**src/sv/lbts_pkg.sv**
```systemverilog
// Shared types and constants for the link block transfer sequencer.
`default_nettype none

package lbts_pkg;

   localparam int BLOCK_BYTES = 20;
   localparam int ADDR_W      = 32;
   localparam int LEN_W       = 16;
   localparam int CSR_IDX_W   = 2;

   localparam logic [7:0] SEQ_MASK = 8'h7f;
   localparam logic [7:0] NAK_FLAG = 8'h80;

   // receive state codes
   localparam logic [7:0] RECV_IDLE   = 8'd0;
   localparam logic [7:0] RECV_ACTIVE = 8'd1;
   localparam logic [7:0] RECV_DONE   = 8'd2;

   // block kind codes
   localparam logic [7:0] KIND_NONE = 8'd0;
   localparam logic [7:0] KIND_MORE = 8'd1;
   localparam logic [7:0] KIND_LAST = 8'd2;

   // sequence value sent on a final handshake
   localparam logic [7:0] SEQ_FINAL = 8'd1;

   // register indexes
   localparam logic [CSR_IDX_W-1:0] CSR_DEST_START = 2'd0;
   localparam logic [CSR_IDX_W-1:0] CSR_SRC_START  = 2'd1;
   localparam logic [CSR_IDX_W-1:0] CSR_SEND_LEN   = 2'd2;

   typedef struct packed {
      logic [ADDR_W-1:0] dest_start;
      logic [ADDR_W-1:0] source_start;
      logic [LEN_W-1:0]  send_length;
   } cfg_type;

   typedef struct packed {
      logic       link_ready;
      logic       start_receive;
      logic       start_send;
      logic [7:0] peer_sequence;
      logic [7:0] peer_recv_state;
      logic [7:0] peer_send_kind;
   } item_type;

   typedef struct packed {
      logic [7:0]        own_sequence;
      logic [7:0]        own_status;
      logic [7:0]        own_recv_state;
      logic [7:0]        own_send_kind;
      logic              copy_in_enable;
      logic [ADDR_W-1:0] copy_in_address;
      logic              copy_out_enable;
      logic [ADDR_W-1:0] copy_out_address;
      logic [LEN_W-1:0]  received_bytes;
      logic              receive_busy;
      logic              send_busy;
   } result_type;

endpackage

`default_nettype wire

```
**src/sv/link_block_transfer_sequencer_unit.sv**
```systemverilog
// Top level of the link block transfer sequencer: word registers, config registers, core.
//
//   channel | direction | handshake          | payload
//   req     | in        | req_valid/req_stall | link_ready, start flags, peer header bytes
//   rsp     | out       | rsp_valid/rsp_stall | own header bytes, copy enables/addresses, status
//   csr     | in        | csr_write           | csr_index, csr_data (no read-back)
//
// One word per cycle sustained while the output is not stalled; the state update runs while
// a word sits in the input register, and its result then moves to the output register.
// A stalled result stays in the output register; an empty input register takes one word.
// Synchronous active-high reset clears state, config and both valid flags.
`default_nettype none

module link_block_transfer_sequencer_unit import lbts_pkg::*; (
   input  wire                  clock,
   input  wire                  reset,
   input  wire                  csr_write,
   input  wire [CSR_IDX_W-1:0]  csr_index,
   input  wire [ADDR_W-1:0]     csr_data,
   input  wire                  req_valid,
   output logic                 req_stall,
   input  wire                  req_link_ready,
   input  wire                  req_start_receive,
   input  wire                  req_start_send,
   input  wire [7:0]            req_peer_sequence,
   input  wire [7:0]            req_peer_recv_state,
   input  wire [7:0]            req_peer_send_kind,
   output logic                 rsp_valid,
   input  wire                  rsp_stall,
   output logic [7:0]           rsp_own_sequence,
   output logic [7:0]           rsp_own_status,
   output logic [7:0]           rsp_own_recv_state,
   output logic [7:0]           rsp_own_send_kind,
   output logic                 rsp_copy_in_enable,
   output logic [ADDR_W-1:0]    rsp_copy_in_address,
   output logic                 rsp_copy_out_enable,
   output logic [ADDR_W-1:0]    rsp_copy_out_address,
   output logic [LEN_W-1:0]     rsp_received_bytes,
   output logic                 rsp_receive_busy,
   output logic                 rsp_send_busy
);

   cfg_type    cfg_ff;
   item_type   item_ff;
   logic       item_valid_ff, item_valid_in;
   result_type out_ff;
   logic       out_valid_ff, out_valid_in;
   result_type step_result;
   logic       out_free, step, req_take;

   assign out_free  = !out_valid_ff || !rsp_stall;
   assign step      = item_valid_ff && out_free;
   assign req_stall = item_valid_ff && !out_free;
   assign req_take  = req_valid && !req_stall;

   assign item_valid_in = req_take || (item_valid_ff && !step);
   assign out_valid_in  = step || (out_valid_ff && rsp_stall);

   always_ff @(posedge clock) begin
      if (reset) begin
         cfg_ff <= '0;
      end else if (csr_write) begin
         case (csr_index)
            CSR_DEST_START: cfg_ff.dest_start   <= csr_data;
            CSR_SRC_START:  cfg_ff.source_start <= csr_data;
            CSR_SEND_LEN:   cfg_ff.send_length  <= csr_data[LEN_W-1:0];
            default: ;
         endcase
      end
   end

   always_ff @(posedge clock) begin
      if (reset) begin
         item_valid_ff <= 1'b0;
         out_valid_ff  <= 1'b0;
      end else begin
         item_valid_ff <= item_valid_in;
         out_valid_ff  <= out_valid_in;
      end
   end

   always_ff @(posedge clock) begin
      if (req_take) begin
         item_ff.link_ready      <= req_link_ready;
         item_ff.start_receive   <= req_start_receive;
         item_ff.start_send      <= req_start_send;
         item_ff.peer_sequence   <= req_peer_sequence;
         item_ff.peer_recv_state <= req_peer_recv_state;
         item_ff.peer_send_kind  <= req_peer_send_kind;
      end
      if (step) begin
         out_ff <= step_result;
      end
   end

   lbts_core u_core (
      .clock  (clock),
      .reset  (reset),
      .step   (step),
      .item   (item_ff),
      .cfg    (cfg_ff),
      .result (step_result)
   );

   assign rsp_valid            = out_valid_ff;
   assign rsp_own_sequence     = out_ff.own_sequence;
   assign rsp_own_status       = out_ff.own_status;
   assign rsp_own_recv_state   = out_ff.own_recv_state;
   assign rsp_own_send_kind    = out_ff.own_send_kind;
   assign rsp_copy_in_enable   = out_ff.copy_in_enable;
   assign rsp_copy_in_address  = out_ff.copy_in_address;
   assign rsp_copy_out_enable  = out_ff.copy_out_enable;
   assign rsp_copy_out_address = out_ff.copy_out_address;
   assign rsp_received_bytes   = out_ff.received_bytes;
   assign rsp_receive_busy     = out_ff.receive_busy;
   assign rsp_send_busy        = out_ff.send_busy;

endmodule

`default_nettype wire

```
**src/sv/lbts_core.sv**
```systemverilog
// Per-frame state update of the sequencer: pointers, counts, sequence and header bytes.
`default_nettype none

module lbts_core import lbts_pkg::*; (
   input  wire        clock,
   input  wire        reset,
   input  wire        step,
   input  item_type   item,
   input  cfg_type    cfg,
   output result_type result
);

   logic [ADDR_W-1:0] dest_ptr_ff, dest_ptr_in;
   logic [ADDR_W-1:0] src_ptr_ff, src_ptr_in;
   logic [LEN_W-1:0]  send_rem_ff, send_rem_in;
   logic [LEN_W-1:0]  recv_cnt_ff, recv_cnt_in;
   logic [7:0]        seq_cnt_ff, seq_cnt_in;
   logic [7:0]        out_seq_ff, out_seq_in;
   logic [7:0]        out_status_ff, out_status_in;
   logic [7:0]        out_recv_ff, out_recv_in;
   logic [7:0]        out_kind_ff, out_kind_in;

   logic              cin, cout;
   logic [ADDR_W-1:0] cin_addr, cout_addr;
   logic [6:0]        gap;
   logic [LEN_W-1:0]  gap_bytes;

   always_comb begin
      dest_ptr_in   = dest_ptr_ff;
      src_ptr_in    = src_ptr_ff;
      send_rem_in   = send_rem_ff;
      recv_cnt_in   = recv_cnt_ff;
      seq_cnt_in    = seq_cnt_ff;
      out_seq_in    = out_seq_ff;
      out_status_in = out_status_ff;
      out_recv_in   = out_recv_ff;
      out_kind_in   = out_kind_ff;
      cin       = 1'b0;
      cout      = 1'b0;
      cin_addr  = '0;
      cout_addr = '0;
      gap       = '0;
      gap_bytes = '0;

      if (item.start_receive) begin
         dest_ptr_in = cfg.dest_start;
         recv_cnt_in = '0;
      end
      if (item.start_send) begin
         src_ptr_in  = cfg.source_start;
         send_rem_in = cfg.send_length;
      end

      if (item.link_ready) begin
         // receive side
         if (dest_ptr_in != '0) begin
            if (out_recv_in == RECV_ACTIVE &&
                (item.peer_send_kind inside {KIND_MORE, KIND_LAST})) begin
               if (item.peer_sequence == (seq_cnt_in & SEQ_MASK)) begin
                  out_seq_in  = '0;
                  cin         = 1'b1;
                  cin_addr    = dest_ptr_in;
                  recv_cnt_in = recv_cnt_in + LEN_W'(BLOCK_BYTES);
                  if (item.peer_send_kind == KIND_MORE) begin
                     dest_ptr_in   = dest_ptr_in + ADDR_W'(BLOCK_BYTES);
                     out_status_in = (out_status_in + 8'd1) | NAK_FLAG;
                  end else begin
                     out_recv_in   = RECV_DONE;
                     out_status_in = '0;
                     out_seq_in    = SEQ_FINAL;
                  end
                  seq_cnt_in = (seq_cnt_in + 8'd1) & SEQ_MASK;
               end else if ((seq_cnt_in & NAK_FLAG) != '0) begin
                  if ((out_seq_in & NAK_FLAG) != '0) begin
                     out_seq_in = SEQ_FINAL;
                  end else if (out_seq_in == SEQ_FINAL) begin
                     out_seq_in = '0;
                     seq_cnt_in = seq_cnt_in & SEQ_MASK;
                  end
               end else begin
                  out_seq_in = seq_cnt_in | NAK_FLAG;
                  seq_cnt_in = seq_cnt_in | NAK_FLAG;
               end
            end else begin
               out_seq_in = '0;
            end
         end

         // send side
         if (src_ptr_in != '0) begin
            if (item.peer_recv_state == RECV_ACTIVE) begin
               if ((item.peer_sequence & NAK_FLAG) != '0) begin
                  gap         = 7'(seq_cnt_in - item.peer_sequence);
                  gap_bytes   = LEN_W'(gap * BLOCK_BYTES);
                  src_ptr_in  = src_ptr_in - ADDR_W'(gap_bytes);
                  send_rem_in = send_rem_in + gap_bytes;
                  seq_cnt_in  = (seq_cnt_in - {1'b0, gap}) & SEQ_MASK;
               end
               if (send_rem_in != '0) begin
                  cout        = 1'b1;
                  cout_addr   = src_ptr_in;
                  send_rem_in = send_rem_in - LEN_W'(BLOCK_BYTES);
                  out_kind_in = (send_rem_in != '0) ? KIND_MORE : KIND_LAST;
                  out_seq_in  = seq_cnt_in & SEQ_MASK;
                  src_ptr_in  = src_ptr_in + ADDR_W'(BLOCK_BYTES);
                  seq_cnt_in  = (seq_cnt_in + 8'd1) & SEQ_MASK;
               end
            end
            if (out_kind_in == KIND_LAST && item.peer_recv_state == RECV_DONE) begin
               src_ptr_in  = '0;
               out_kind_in = KIND_NONE;
               out_seq_in  = SEQ_FINAL;
            end
         end

         // receive handshake
         if (out_recv_in == RECV_DONE) begin
            if (item.peer_send_kind != KIND_LAST) begin
               dest_ptr_in = '0;
               out_recv_in = RECV_IDLE;
            end
         end else begin
            out_recv_in = (dest_ptr_in != '0) ? RECV_ACTIVE : RECV_IDLE;
         end
      end
   end

   always_comb begin
      result.own_sequence     = out_seq_in;
      result.own_status       = out_status_in;
      result.own_recv_state   = out_recv_in;
      result.own_send_kind    = out_kind_in;
      result.copy_in_enable   = cin;
      result.copy_in_address  = cin_addr;
      result.copy_out_enable  = cout;
      result.copy_out_address = cout_addr;
      result.received_bytes   = recv_cnt_in;
      result.receive_busy     = (dest_ptr_in != '0);
      result.send_busy        = (src_ptr_in != '0);
   end

   always_ff @(posedge clock) begin
      if (reset) begin
         dest_ptr_ff   <= '0;
         src_ptr_ff    <= '0;
         send_rem_ff   <= '0;
         recv_cnt_ff   <= '0;
         seq_cnt_ff    <= '0;
         out_seq_ff    <= '0;
         out_status_ff <= '0;
         out_recv_ff   <= '0;
         out_kind_ff   <= '0;
      end else if (step) begin
         dest_ptr_ff   <= dest_ptr_in;
         src_ptr_ff    <= src_ptr_in;
         send_rem_ff   <= send_rem_in;
         recv_cnt_ff   <= recv_cnt_in;
         seq_cnt_ff    <= seq_cnt_in;
         out_seq_ff    <= out_seq_in;
         out_status_ff <= out_status_in;
         out_recv_ff   <= out_recv_in;
         out_kind_ff   <= out_kind_in;
      end
   end

endmodule

`default_nettype wire

```
**config.mk**
```make
export PLATFORM = sky130hd
export DESIGN_NAME = link_block_transfer_sequencer_unit
export DESIGN_NICKNAME = d
export VERILOG_FILES = /design/src/sv/lbts_pkg.sv /design/src/sv/link_block_transfer_sequencer_unit.sv /design/src/sv/lbts_core.sv
export SDC_FILE = /design/constraint.sdc
export NUM_CORES = 1
export LEC_CHECK = 0
export CAP_MARGIN = 0
export CORE_AREA = 2 2 220 222
export DETAILED_ROUTE_END_ITERATION = 10
export DIE_AREA = 0 0 222 224
export DONT_BUFFER_PORTS = 1
export GPL_TIMING_DRIVEN = 0
export PLACE_DENSITY_LB_ADDON = 0.1
export SLEW_MARGIN = 10
export SYNTH_ARGS = -nofsm -noshare
export SYNTH_HDL_FRONTEND = slang
export SYNTH_SLANG_ARGS = --single-unit
```
**constraint.sdc**
```tcl
create_clock -name clock -period 11.96 [get_ports clock]
set_input_delay 0.598 -clock clock [delete_from_list [all_inputs] [get_ports clock]]
set_output_delay 0.598 -clock clock [all_outputs]
set_load 0.02 [all_outputs]
```
==> run_results.csv, run 1 <==
group,metric,value,unit
yosys,syn_inst,2475,
placement,gp_congestion,0.971,
placement,io_buffers,0,
final_layout,nFillCells,4608,
yosys,synth_area,0.0211,sq mm
placement,dp_hpwl,61.8,mm
run,max_cap_violations,0,
route,firstDrtPassIters,6,
clocking,cts_buffer_depth,3,
yosys,yosys.area.top_type,"dfxtp_1",
floorplan,row_count,80,
setup_path,cp_max_fo,10,
setup_path,startpoint,"item_ff[25]$_DFFE_PP_",
setup_path,arrival,11660,ps
yosys,synth_top_area_share,20.7,%
power_and_ir_drop,p_leak,8.22,nW
floorplan,io_pins,184,
setup_path,rr_endpoint,"rsp_send_busy$_DFFE_PP_",
setup_path,cp_slowest_cell,"or4b_2",
clocking,numCtsBuffers,42,
sta,rsz0062_at_grt,"false",
worst_hold_path,hold_path.class,"in2reg",
clocking,cts.sinks,361,
clocking,cts.clk_slew.worst_paths,60,ps
clocking,clockRootBuffer,"clkbuf_16",
sta,skew,31.2,ps
yosys,synth_area_leaders,"dfxtp_1, edfxtp_1, nand2_1, nor2_1, a21oi_1",
setup_path,reg2reg_depth,33,
power_and_ir_drop,power_density,144,mW/mm^2
setup_path,cp-start-kind,"flip-flop",
yosys,yosys.cell_types.count,97,
route,drc,0,
route,wl_per_cell,25.2,microns
yosys,ys_async_sr_fraction,0,%
yosys,synth_edf_count,143,
sta,hold_violations,0,
sta,worstMarginPinSlew,1140,ps
sta,setup_tns,0,ps
floorplan,core-area,0.0473,sq mm
global_routing,grt_usage,31.7,%
clocking,htreeDepth,2,
sta,clock.fmax,0.0882,GHz
route,drtAntennaViolNets,0,
run_status,status,"finished, final reports clean",
floorplan,die_w,222,microns
setup_path,worst_setup_path_end_kind,"flip-flop",
sta,fin_crit_sh,94.8,%
yosys,ys.flop_type,"dfxtp_1",
setup_path,crit_top_cell,"ha_1",
final_layout,drive_above_1_share,6.30,%
yosys,yosysWarnings,0,
sta,drv_slew,0,
clocking,clock_latency,590,ps
setup_path,path_class,"reg2reg",
final_layout,syn2layout_area_growth,10.8,%
global_routing,grt-ovfl-total,0,
final_layout,nets,2636,
floorplan,die_y,224,microns
setup_path,cpPeakStageDelay,720,ps
global_routing,grt_start_max_net_pins,62,
yosys,synth_area_per_cell,8.51,sq um
power_and_ir_drop,finalPower,3.36,mW
clocking,cts_tree,"built",
floorplan,dieArea,0.0497,sq mm
route,wirelength,80.0,mm
sta,setup_viol,0,
global_routing,first_global_vias,18500,
yosys,postSynthNetCount,2590,
setup_path,reg2reg_setup_slack,620,ps
global_routing,grt_antenna_before_repair,1,
sta,relSlewSlack,23.6,%
global_routing,grt_first_pass_wirelength,119,mm
floorplan,start_util,44.5,%
setup_path,required,12280,ps
route,num_vias,19500,
power_and_ir_drop,ir_drop,0.0000908,V
route,viasPerCell,6.15,
route,drt_iter0_markers,2385,
yosys,ys_seq_elements,361,
sta,finalCriticalPeriod,11340,ps
setup_path,r2r_start,"item_ff[25]$_DFFE_PP_",
setup_path,setup.worst_path.end,"rsp_send_busy$_DFFE_PP_",
yosys,ys_seq_area_share,41.1,%
==> sequential cells by signal, indices dropped and copies added, names as in the netlist, 8 cells and up <==
name                  count
rsp_own_recv_state        8
cfg_ff                   80
u_core.out_seq_ff         8
rsp_copy_in_address      32
u_core.send_rem_ff       16
u_core.out_kind_ff        8
u_core.seq_cnt_ff         8
u_core.dest_ptr_ff       32
u_core.recv_cnt_ff       16
rsp_copy_out_address     32
rsp_own_status            8
u_core.src_ptr_ff        32
u_core.out_recv_ff        8
rsp_own_send_kind         8
u_core.out_status_ff      8
rsp_own_sequence          8
item_ff                  27
rsp_received_bytes       16
==> per-layer routing <==
| layer | global-route usage, % | wire (microns) | vias up |
|---|---|---|---|
| li1 | - | - | 9026 |
| met1 | 42.2 | 34400 | 9402 |
| met2 | 50.9 | 36100 | 910 |
| met3 | 6.87 | 6720 | 155 |
| met4 | 11.2 | 2820 | 0 |
| met5 | 0 | 0 | - |
==> area by class of cell <==
cell class                 instances  area (sq um)  share of cell area, %
multi-input combinational       1921         11700                   50.1
sequential                       361          8660                   37.1
inverter                          63           236                   1.01
timing repair buffer               2          55.1                  0.236
buffer                           130           523                   2.24
clock inverter                    23           208                  0.891
clock buffer                      54          1190                   5.11
antenna                            1          2.50                 0.0107
tap                              615           769                   3.30
==> cell usage after synthesis (all sizes together) (51+ instances only) <==
cell type  number
a211oi         51
a21oi         216
clkbuf        102
dfxtp         218
edfxtp        143
inv            62
mux2i          79
nand2         343
nand3          52
nor2          314
nor3           73
o21ai         108
xnor2          70
==> power by group <==
group | total (mW) | leakage [nW] | switching, mW | internal (mW)
logic | 0.660 | 4.40 | 0.443 | 0.217
registers | 1.38 | 3.13 | 0.0511 | 1.33
clock network | 1.32 | 0.690 | 0.564 | 0.756
total | 3.36 | 8.22 | 1.06 | 2.30
==> cells by family (layout without fill, tap and decap cells) <==
group           after synthesis  count (layout)  share of synthesized area [%]
mux                         115             115                           5.83
simple gates               1054            1054                           23.5
other cells                   0               1                              0
fa+ha+maj                    55              55                           3.39
xor+xnor                    119             119                           4.99
buf+inv                     193             272                           3.59
flops                       361             361                           41.1
compound gates              578             578                           17.6
==> worst min path at each step <==
| stage | depth (start not counted) | to | start |
|---|---|---|---|
| 2_1_floorplan | 1 | u_core.recv_cnt_ff[0]$_SDFFE_PP0P_ | u_core.recv_cnt_ff[0]$_SDFFE_PP0P_ |
| 6_report | 0 | item_ff[0]$_DFFE_PP_ | req_peer_send_kind[0] |
| 5_1_grt | 0 | item_ff[0]$_DFFE_PP_ | req_peer_send_kind[0] |
| 3_3_place_gp | 1 | u_core.recv_cnt_ff[0]$_SDFFE_PP0P_ | u_core.recv_cnt_ff[0]$_SDFFE_PP0P_ |
| 4_1_cts | 0 | item_ff[0]$_DFFE_PP_ | req_peer_send_kind[0] |
| 3_5_place_dp | 1 | u_core.recv_cnt_ff[1]$_SDFFE_PP0P_ | u_core.recv_cnt_ff[1]$_SDFFE_PP0P_ |
==> placed cells by master, fill, tap and decap left out, drive strengths merged, types with 9 or more instances in the layout <==
master / instances
o21ai: 108
nor3: 73
clkbuf: 156
a311oi: 10
clkinv: 17
ha: 44
dfxtp: 218
nand2: 343
nor2b: 22
and3: 25
o31ai: 10
nand3: 52
or2: 9
nor4b: 10
a31oi: 26
buf: 30
and2: 41
or4: 9
o22ai: 11
edfxtp: 143
xnor2: 70
nand4: 27
nand2b: 24
a211oi: 51
mux2i: 79
nor3b: 17
o21a: 14
a21oi: 216
nor2: 314
a21o: 14
a22oi: 16
or3: 23
mux2: 36
nor4: 42
o211ai: 17
xor2: 49
inv: 66
==> critical path: cells and delay by family, from the launching register on <==
family,cells,cell delay (ps)
and+or+nand+nor,14,4980
AOI/OAI and AO/OA,7,1890
adders and majority gates,4,1260
xor gates and xnor gates,3,1080
buffers and inverters,4,910
muxes,1,520
DFF,1,400
==> repair_timing <==
item / in CTS / in global routing
setup endpoints to repair: 0 / 14
buffers inserted: 0 / 0
hold buffers: 0 / 0
gates resized for setup: 0 / 7
==> stage by stage <==
step	hold WS [ps]	utilization [%]	setup WS, ps	cell area [sq um]	instances
6_report	106	49.3	619	23300	3170
5_1_grt	96.8	49.3	59.5	23300	3170
4_1_cts	93.3	49.2	255	23300	3169
3_5_place_dp	445	46.2	292	21900	3092
3_3_place_gp	439	46.1	327	21800	3090
2_1_floorplan	421	-	3240	21100	2475
(Power assumes the default switching activity.)
==> run 2: changes to the inputs <==
- CELL_PAD_IN_SITES_DETAIL_PLACEMENT: not set -> 0
- CELL_PAD_IN_SITES_GLOBAL_PLACEMENT: not set -> 1
- SETUP_SLACK_MARGIN: not set -> 0.2
==> run 2 against run 1 <==
Critical path depth shrank 1. Fmax is 0.20% higher. Highest routed layer is now met5. Count of clock-buffer cells in the layout up 4. Non-clock buffer count unchanged. Worst hold slack got worse by 2.5 ps. First-iteration DRC count down 17%. Critical endpoint unchanged. Utilization grew 0.23 points. Register-to-register slack gained 20 ps. Setup slack improved by 22 ps.
==> run_results.csv, run 2 (synthesis gave the netlist of run 1 again) <==
group,metric,value,unit
placement,place_area,0.0219,sq mm
final_layout,regMostFlops,"cfg_ff",
final_layout,nets,2636,
clocking,cts_buffer_depth,3,
sta,drv_slew,0,
sta,relSlewSlack,23.9,%
clocking,clockRootBuffer,"clkbuf_16",
placement,place_ws,359,ps
final_layout,finalInstanceArea,0.0234,sq mm
sta,hold_violations,0,
placement,gp_congestion,0.975,
setup_path,cp-start-kind,"flip-flop",
floorplan,die_w,222,microns
clocking,hold_buffers,0,
power_and_ir_drop,power_density,146,mW/mm^2
setup_path,required,12270,ps
sta,fin_crit_sh,94.6,%
sta,skew,19.8,ps
global_routing,grt-ovfl-total,0,
clocking,cts.clk_slew.worst_paths,70,ps
clocking,cts_tree,"built",
sta,finalCriticalPeriod,11320,ps
power_and_ir_drop,ir_drop,0.0000846,V
clocking,htreeDepth,2,
power_and_ir_drop,p_leak,8.25,nW
worst_hold_path,hold_path.class,"in2reg",
route,firstDrtPassIters,7,
route,num_vias,19500,
placement,dp_hpwl,62.2,mm
floorplan,dieArea,0.0497,sq mm
global_routing,grt_antenna_before_repair,3,
global_routing,grt_first_pass_wirelength,118,mm
global_routing,grt_start_max_net_pins,62,
setup_path,path_buf_inv,3,
setup_path,path_class,"reg2reg",
run_status,status,"finished, final reports clean",
setup_path,cp_max_fo,10,
setup_path,cp_slowest_cell,"a211oi_1",
setup_path,arrival,11620,ps
placement,io_buffers,0,
floorplan,io_pins,184,
setup_path,crit_top_cell,"ha_1",
sta,setup_tns,0,ps
floorplan,start_util,44.5,%
route,drc,0,
clocking,numCtsBuffers,42,
route,viasPerCell,6.13,
sta,clock.fmax,0.0883,GHz
final_layout,final_common_cell,"nand2_1",
final_layout,drive_above_1_share,6.42,%
setup_path,crit_family,"simple AND/OR/NAND/NOR gates",
clocking,clock_latency,590,ps
final_layout,nFillCells,4549,
power_and_ir_drop,finalPower,3.42,mW
run,max_cap_violations,0,
floorplan,die_y,224,microns
sta,setup_viol,0,
route,drt_iter0_markers,1983,
sta,worstMarginPinSlew,1130,ps
final_layout,largest_reg_flops,80,
sta,fin_ws,641,ps
clocking,cts.sinks,361,
route,drtAntennaViolNets,0,
floorplan,row_count,80,
route,wirelength,80.0,mm
final_layout,syn2layout_area_growth,11.3,%
sta,hold_ws,103,ps
global_routing,grt_usage,31.5,%
final_layout,mostFrequentLayoutCells,"nand2_1, nor2_1, dfxtp_1",
global_routing,first_global_vias,18300,
sta,rsz0062_at_grt,"true",
route,wl_per_cell,25.2,microns
setup_path,worst_setup_path_end_kind,"flip-flop",
floorplan,core-area,0.0473,sq mm
setup_path,cpPeakStageDelay,800,ps
[run 2: cell types whose count changed in the layout (fill, tap and decap cells not counted), sizes merged]
cell,previous run,this run
clkinv,17,12
clkbuf,156,160
bufinv,2,5
diode,1,4
inv,66,64
clkinvlp,1,2
[run 2: timing repair]
action | 4_1_cts | 5_1_grt
gates resized for setup | 0 | 12
buffers inserted | 0 | 0
endpoints found under the setup margin | 0 | 40
[run 2: path summary, 6_finish.rpt]
check | end | startpoint | depth (start not counted) | slack [ps]
setup / recovery | rsp_send_busy$_DFFE_PP_ | item_ff[25]$_DFFE_PP_ | 32 | 640
hold / removal | item_ff[26]$_DFFE_PP_ | req_link_ready | 0 | 100
setup reg to reg | rsp_send_busy$_DFFE_PP_ | item_ff[25]$_DFFE_PP_ | 32 | 640
hold reg to reg | u_core.send_rem_ff[3]$_SDFFE_PP0P_ | u_core.send_rem_ff[3]$_SDFFE_PP0P_ | 2 | 460
[run 2: metal layers]
metal / GRT usage (%) / part of all wire (%) / routed length (microns) / up-vias
met5: 0 / 0.016 / 13 / -
met2: 51.1 / 46 / 36500 / 774
met3: 5.78 / 7.3 / 5820 / 145
met1: 42.4 / 44 / 35000 / 9514
li1: - / - / - / 9020
met4: 11.0 / 3.4 / 2680 / 2
[run 2: cell type report]
class	count	area [sq um]	share of cell area (%)
multi-input combinational	1921	11700	50.0
sequential	361	8660	37.0
clock buffer	58	1210	5.16
tap	615	769	3.28
buffer	130	523	2.23
clock inverter	20	259	1.11
inverter	63	236	1.01
timing repair buffer	2	55.1	0.235
antenna	4	10.0	0.0427
[run 2: power by group]
part	switching (mW)	internal [mW]	leakage (nW)	total, mW
registers	0.0511	1.33	3.13	1.38
logic	0.446	0.219	4.40	0.665
clock network	0.554	0.821	0.711	1.37
total	1.05	2.37	8.25	3.42
[run 2: through the flow]
step | std cells | utilization, %
4_1_cts | 3170 | 49.3
6_report | 3174 | 49.5
3_5_place_dp | 3092 | 46.2
5_1_grt | 3171 | 49.5
2_1_floorplan | 2475 | -
3_3_place_gp | 3090 | 46.1
==> run 3: changes to the inputs <==
- CTS_BUF_LIST: not set -> sky130_fd_sc_hd__clkbuf_4
==> run 3 against run 2 <==
Utilization up 1.0 points. Count of clock-buffer cells in the layout up 91. Worst hold slack better by 79 ps. Highest routed layer is now met4. Sequential power about the same. Critical path depth up 3. Sequential share of layout area down 0.73 points. Final cell count up 5.3%. Largest power group unchanged. Clock skew up 38 ps.
==> run_results.csv, run 3 (synthesis gave the netlist of run 1 again) <==
group,metric,value,unit
final_layout,mostFrequentLayoutCells,"nand2_1, nor2_1, dfxtp_1",
route,wl_per_cell,24.2,microns
floorplan,dieArea,0.0497,sq mm
setup_path,reg2reg_depth,35,
final_layout,syn2layout_area_growth,13.6,%
clocking,clockRootBuffer,"clkbuf_4",
floorplan,start_util,44.5,%
floorplan,core-area,0.0473,sq mm
sta,hold_violations,0,
route,wirelength,81.0,mm
global_routing,grt-ovfl-total,0,
setup_path,worst_setup_path_end_kind,"flip-flop",
global_routing,grt_first_pass_wirelength,120,mm
sta,rsz0062_at_grt,"false",
final_layout,regMostFlops,"cfg_ff",
sta,setup_viol,0,
floorplan,row_count,80,
power_and_ir_drop,power_density,135,mW/mm^2
power_and_ir_drop,ir_drop,0.0000787,V
clocking,cts_tree,"built",
placement,place_area,0.0219,sq mm
clocking,clock_latency,870,ps
route,drc,0,
clocking,cts_buffer_depth,3,
global_routing,first_global_vias,19100,
setup_path,cp_slowest_cell,"a31oi_1",
sta,drv_slew,0,
setup_path,arrival,11700,ps
setup_path,r2r_start,"item_ff[25]$_DFFE_PP_",
sta,fin_crit_sh,93.0,%
clocking,numCtsBuffers,100,
route,firstDrtPassIters,6,
sta,setup_tns,0,ps
setup_path,cp_max_fo,10,
final_layout,final_common_cell,"nand2_1",
clocking,htreeDepth,3,
power_and_ir_drop,p_leak,8.58,nW
sta,skew,58.1,ps
sta,finalCriticalPeriod,11120,ps
setup_path,crit_top_cell,"ha_1",
floorplan,die_y,224,microns
setup_path,cpPeakStageDelay,650,ps
sta,worstMarginPinSlew,1180,ps
run,max_cap_violations,0,
placement,gp_congestion,0.975,
worst_hold_path,min_from,"req_valid",
worst_hold_path,hold_path.class,"in2reg",
setup_path,reg2reg_setup_slack,840,ps
placement,io_buffers,0,
route,drtAntennaViolNets,0,
clocking,postCtsSetupBuffers,0,
setup_path,cp-start-kind,"flip-flop",
setup_path,path_class,"reg2reg",
worst_hold_path,holdPathStages,1,
route,num_vias,20100,
setup_path,rr_endpoint,"rsp_send_busy$_DFFE_PP_",
clocking,cts.sinks,361,
setup_path,required,12540,ps
global_routing,grt_start_max_net_pins,62,
clocking,cts.clk_slew.worst_paths,80,ps
placement,dp_hpwl,62.2,mm
final_layout,largest_reg_flops,80,
final_layout,nets,2757,
sta,clock.fmax,0.0899,GHz
global_routing,grt_usage,32.1,%
sta,relSlewSlack,20.8,%
floorplan,io_pins,184,
route,viasPerCell,6.03,
final_layout,drive_above_1_share,9.48,%
run_status,status,"finished, final reports clean",
final_layout,finalInstanceArea,0.0239,sq mm
floorplan,die_w,222,microns
worst_hold_path,min_to,"item_ff[1]$_DFFE_PP_",
route,drt_iter0_markers,1969,
global_routing,grt_antenna_before_repair,5,
run 3: layout make-up:
type,count,area [sq um]
Inverter,63,236
Fill cell,4614,23400
Clock inverter,32,190
Buffer,130,523
Tap cell,615,769
Sequential cell,361,8660
Clock buffer,149,1120
Timing Repair Buffer,65,686
Multi-Input combinational cell,1921,11700
Antenna cell,6,15.0
run 3: what timing repair did:
action / CTS / global route
gates resized for setup: 0 / 11
hold buffers: 63 / 0
endpoints found under the hold margin: 109 / 0
setup endpoints to repair: 0 / 43
run 3: where the power goes:
part,leakage (nW),total (mW),internal (mW),switching (mW)
sequential,3.13,1.38,1.33,0.0511
clock,0.783,1.17,0.613,0.555
combinational,4.66,0.688,0.232,0.456
run 3: worst max-delay path, delay by kind of cell, from the launching register on:
| kind | cells | cell delay, ps |
|---|---|---|
| simple gates | 11 | 3340 |
| compound gates | 11 | 3230 |
| fa+ha+maj | 4 | 1230 |
| xor+xnor | 3 | 1180 |
| buf+inv | 5 | 1020 |
| flops | 1 | 400 |
| mux | 1 | 400 |
run 3: per-layer routing:
| metal | global-route usage, % | routed length, microns |
|---|---|---|
| met1 | 42.4 | 34700 |
| met2 | 51.4 | 36900 |
| met3 | 6.45 | 6450 |
| met4 | 13.8 | 2950 |
| met5 | 0 | 0 |
run 3: metrics by stage:
stage / setup slack [ps] / std cells / power [mW] / hold WS (ps) / util, %
5_1_grt: 242 / 3340 / 3.38 / 158 / 50.5
3_5_place_dp: 359 / 3092 / 2.05 / 446 / 46.2
6_report: 835 / 3342 / 3.23 / 182 / 50.5
3_3_place_gp: 354 / 3090 / 2.04 / 440 / 46.1
4_1_cts: 264 / 3336 / 3.24 / 108 / 50.3
2_1_floorplan: 3240 / 2475 / 1.85 / 421 / -
run 3: how the worst max path moves through the flow:
stage | from | end | slack, ps | cells past startpoint
after global routing | item_ff[25]$_DFFE_PP_ | rsp_send_busy$_DFFE_PP_ | 240 | 36
after global placement | item_ff[25]$_DFFE_PP_ | rsp_send_busy$_DFFE_PP_ | 350 | 33
after detailed placement | item_ff[25]$_DFFE_PP_ | rsp_send_busy$_DFFE_PP_ | 360 | 33
after CTS | item_ff[25]$_DFFE_PP_ | rsp_own_send_kind[0]$_DFFE_PP_ | 260 | 32
after floorplan | item_ff[25]$_DFFE_PP_ | rsp_send_busy$_DFFE_PP_ | 3240 | 35
final | item_ff[25]$_DFFE_PP_ | rsp_send_busy$_DFFE_PP_ | 840 | 35
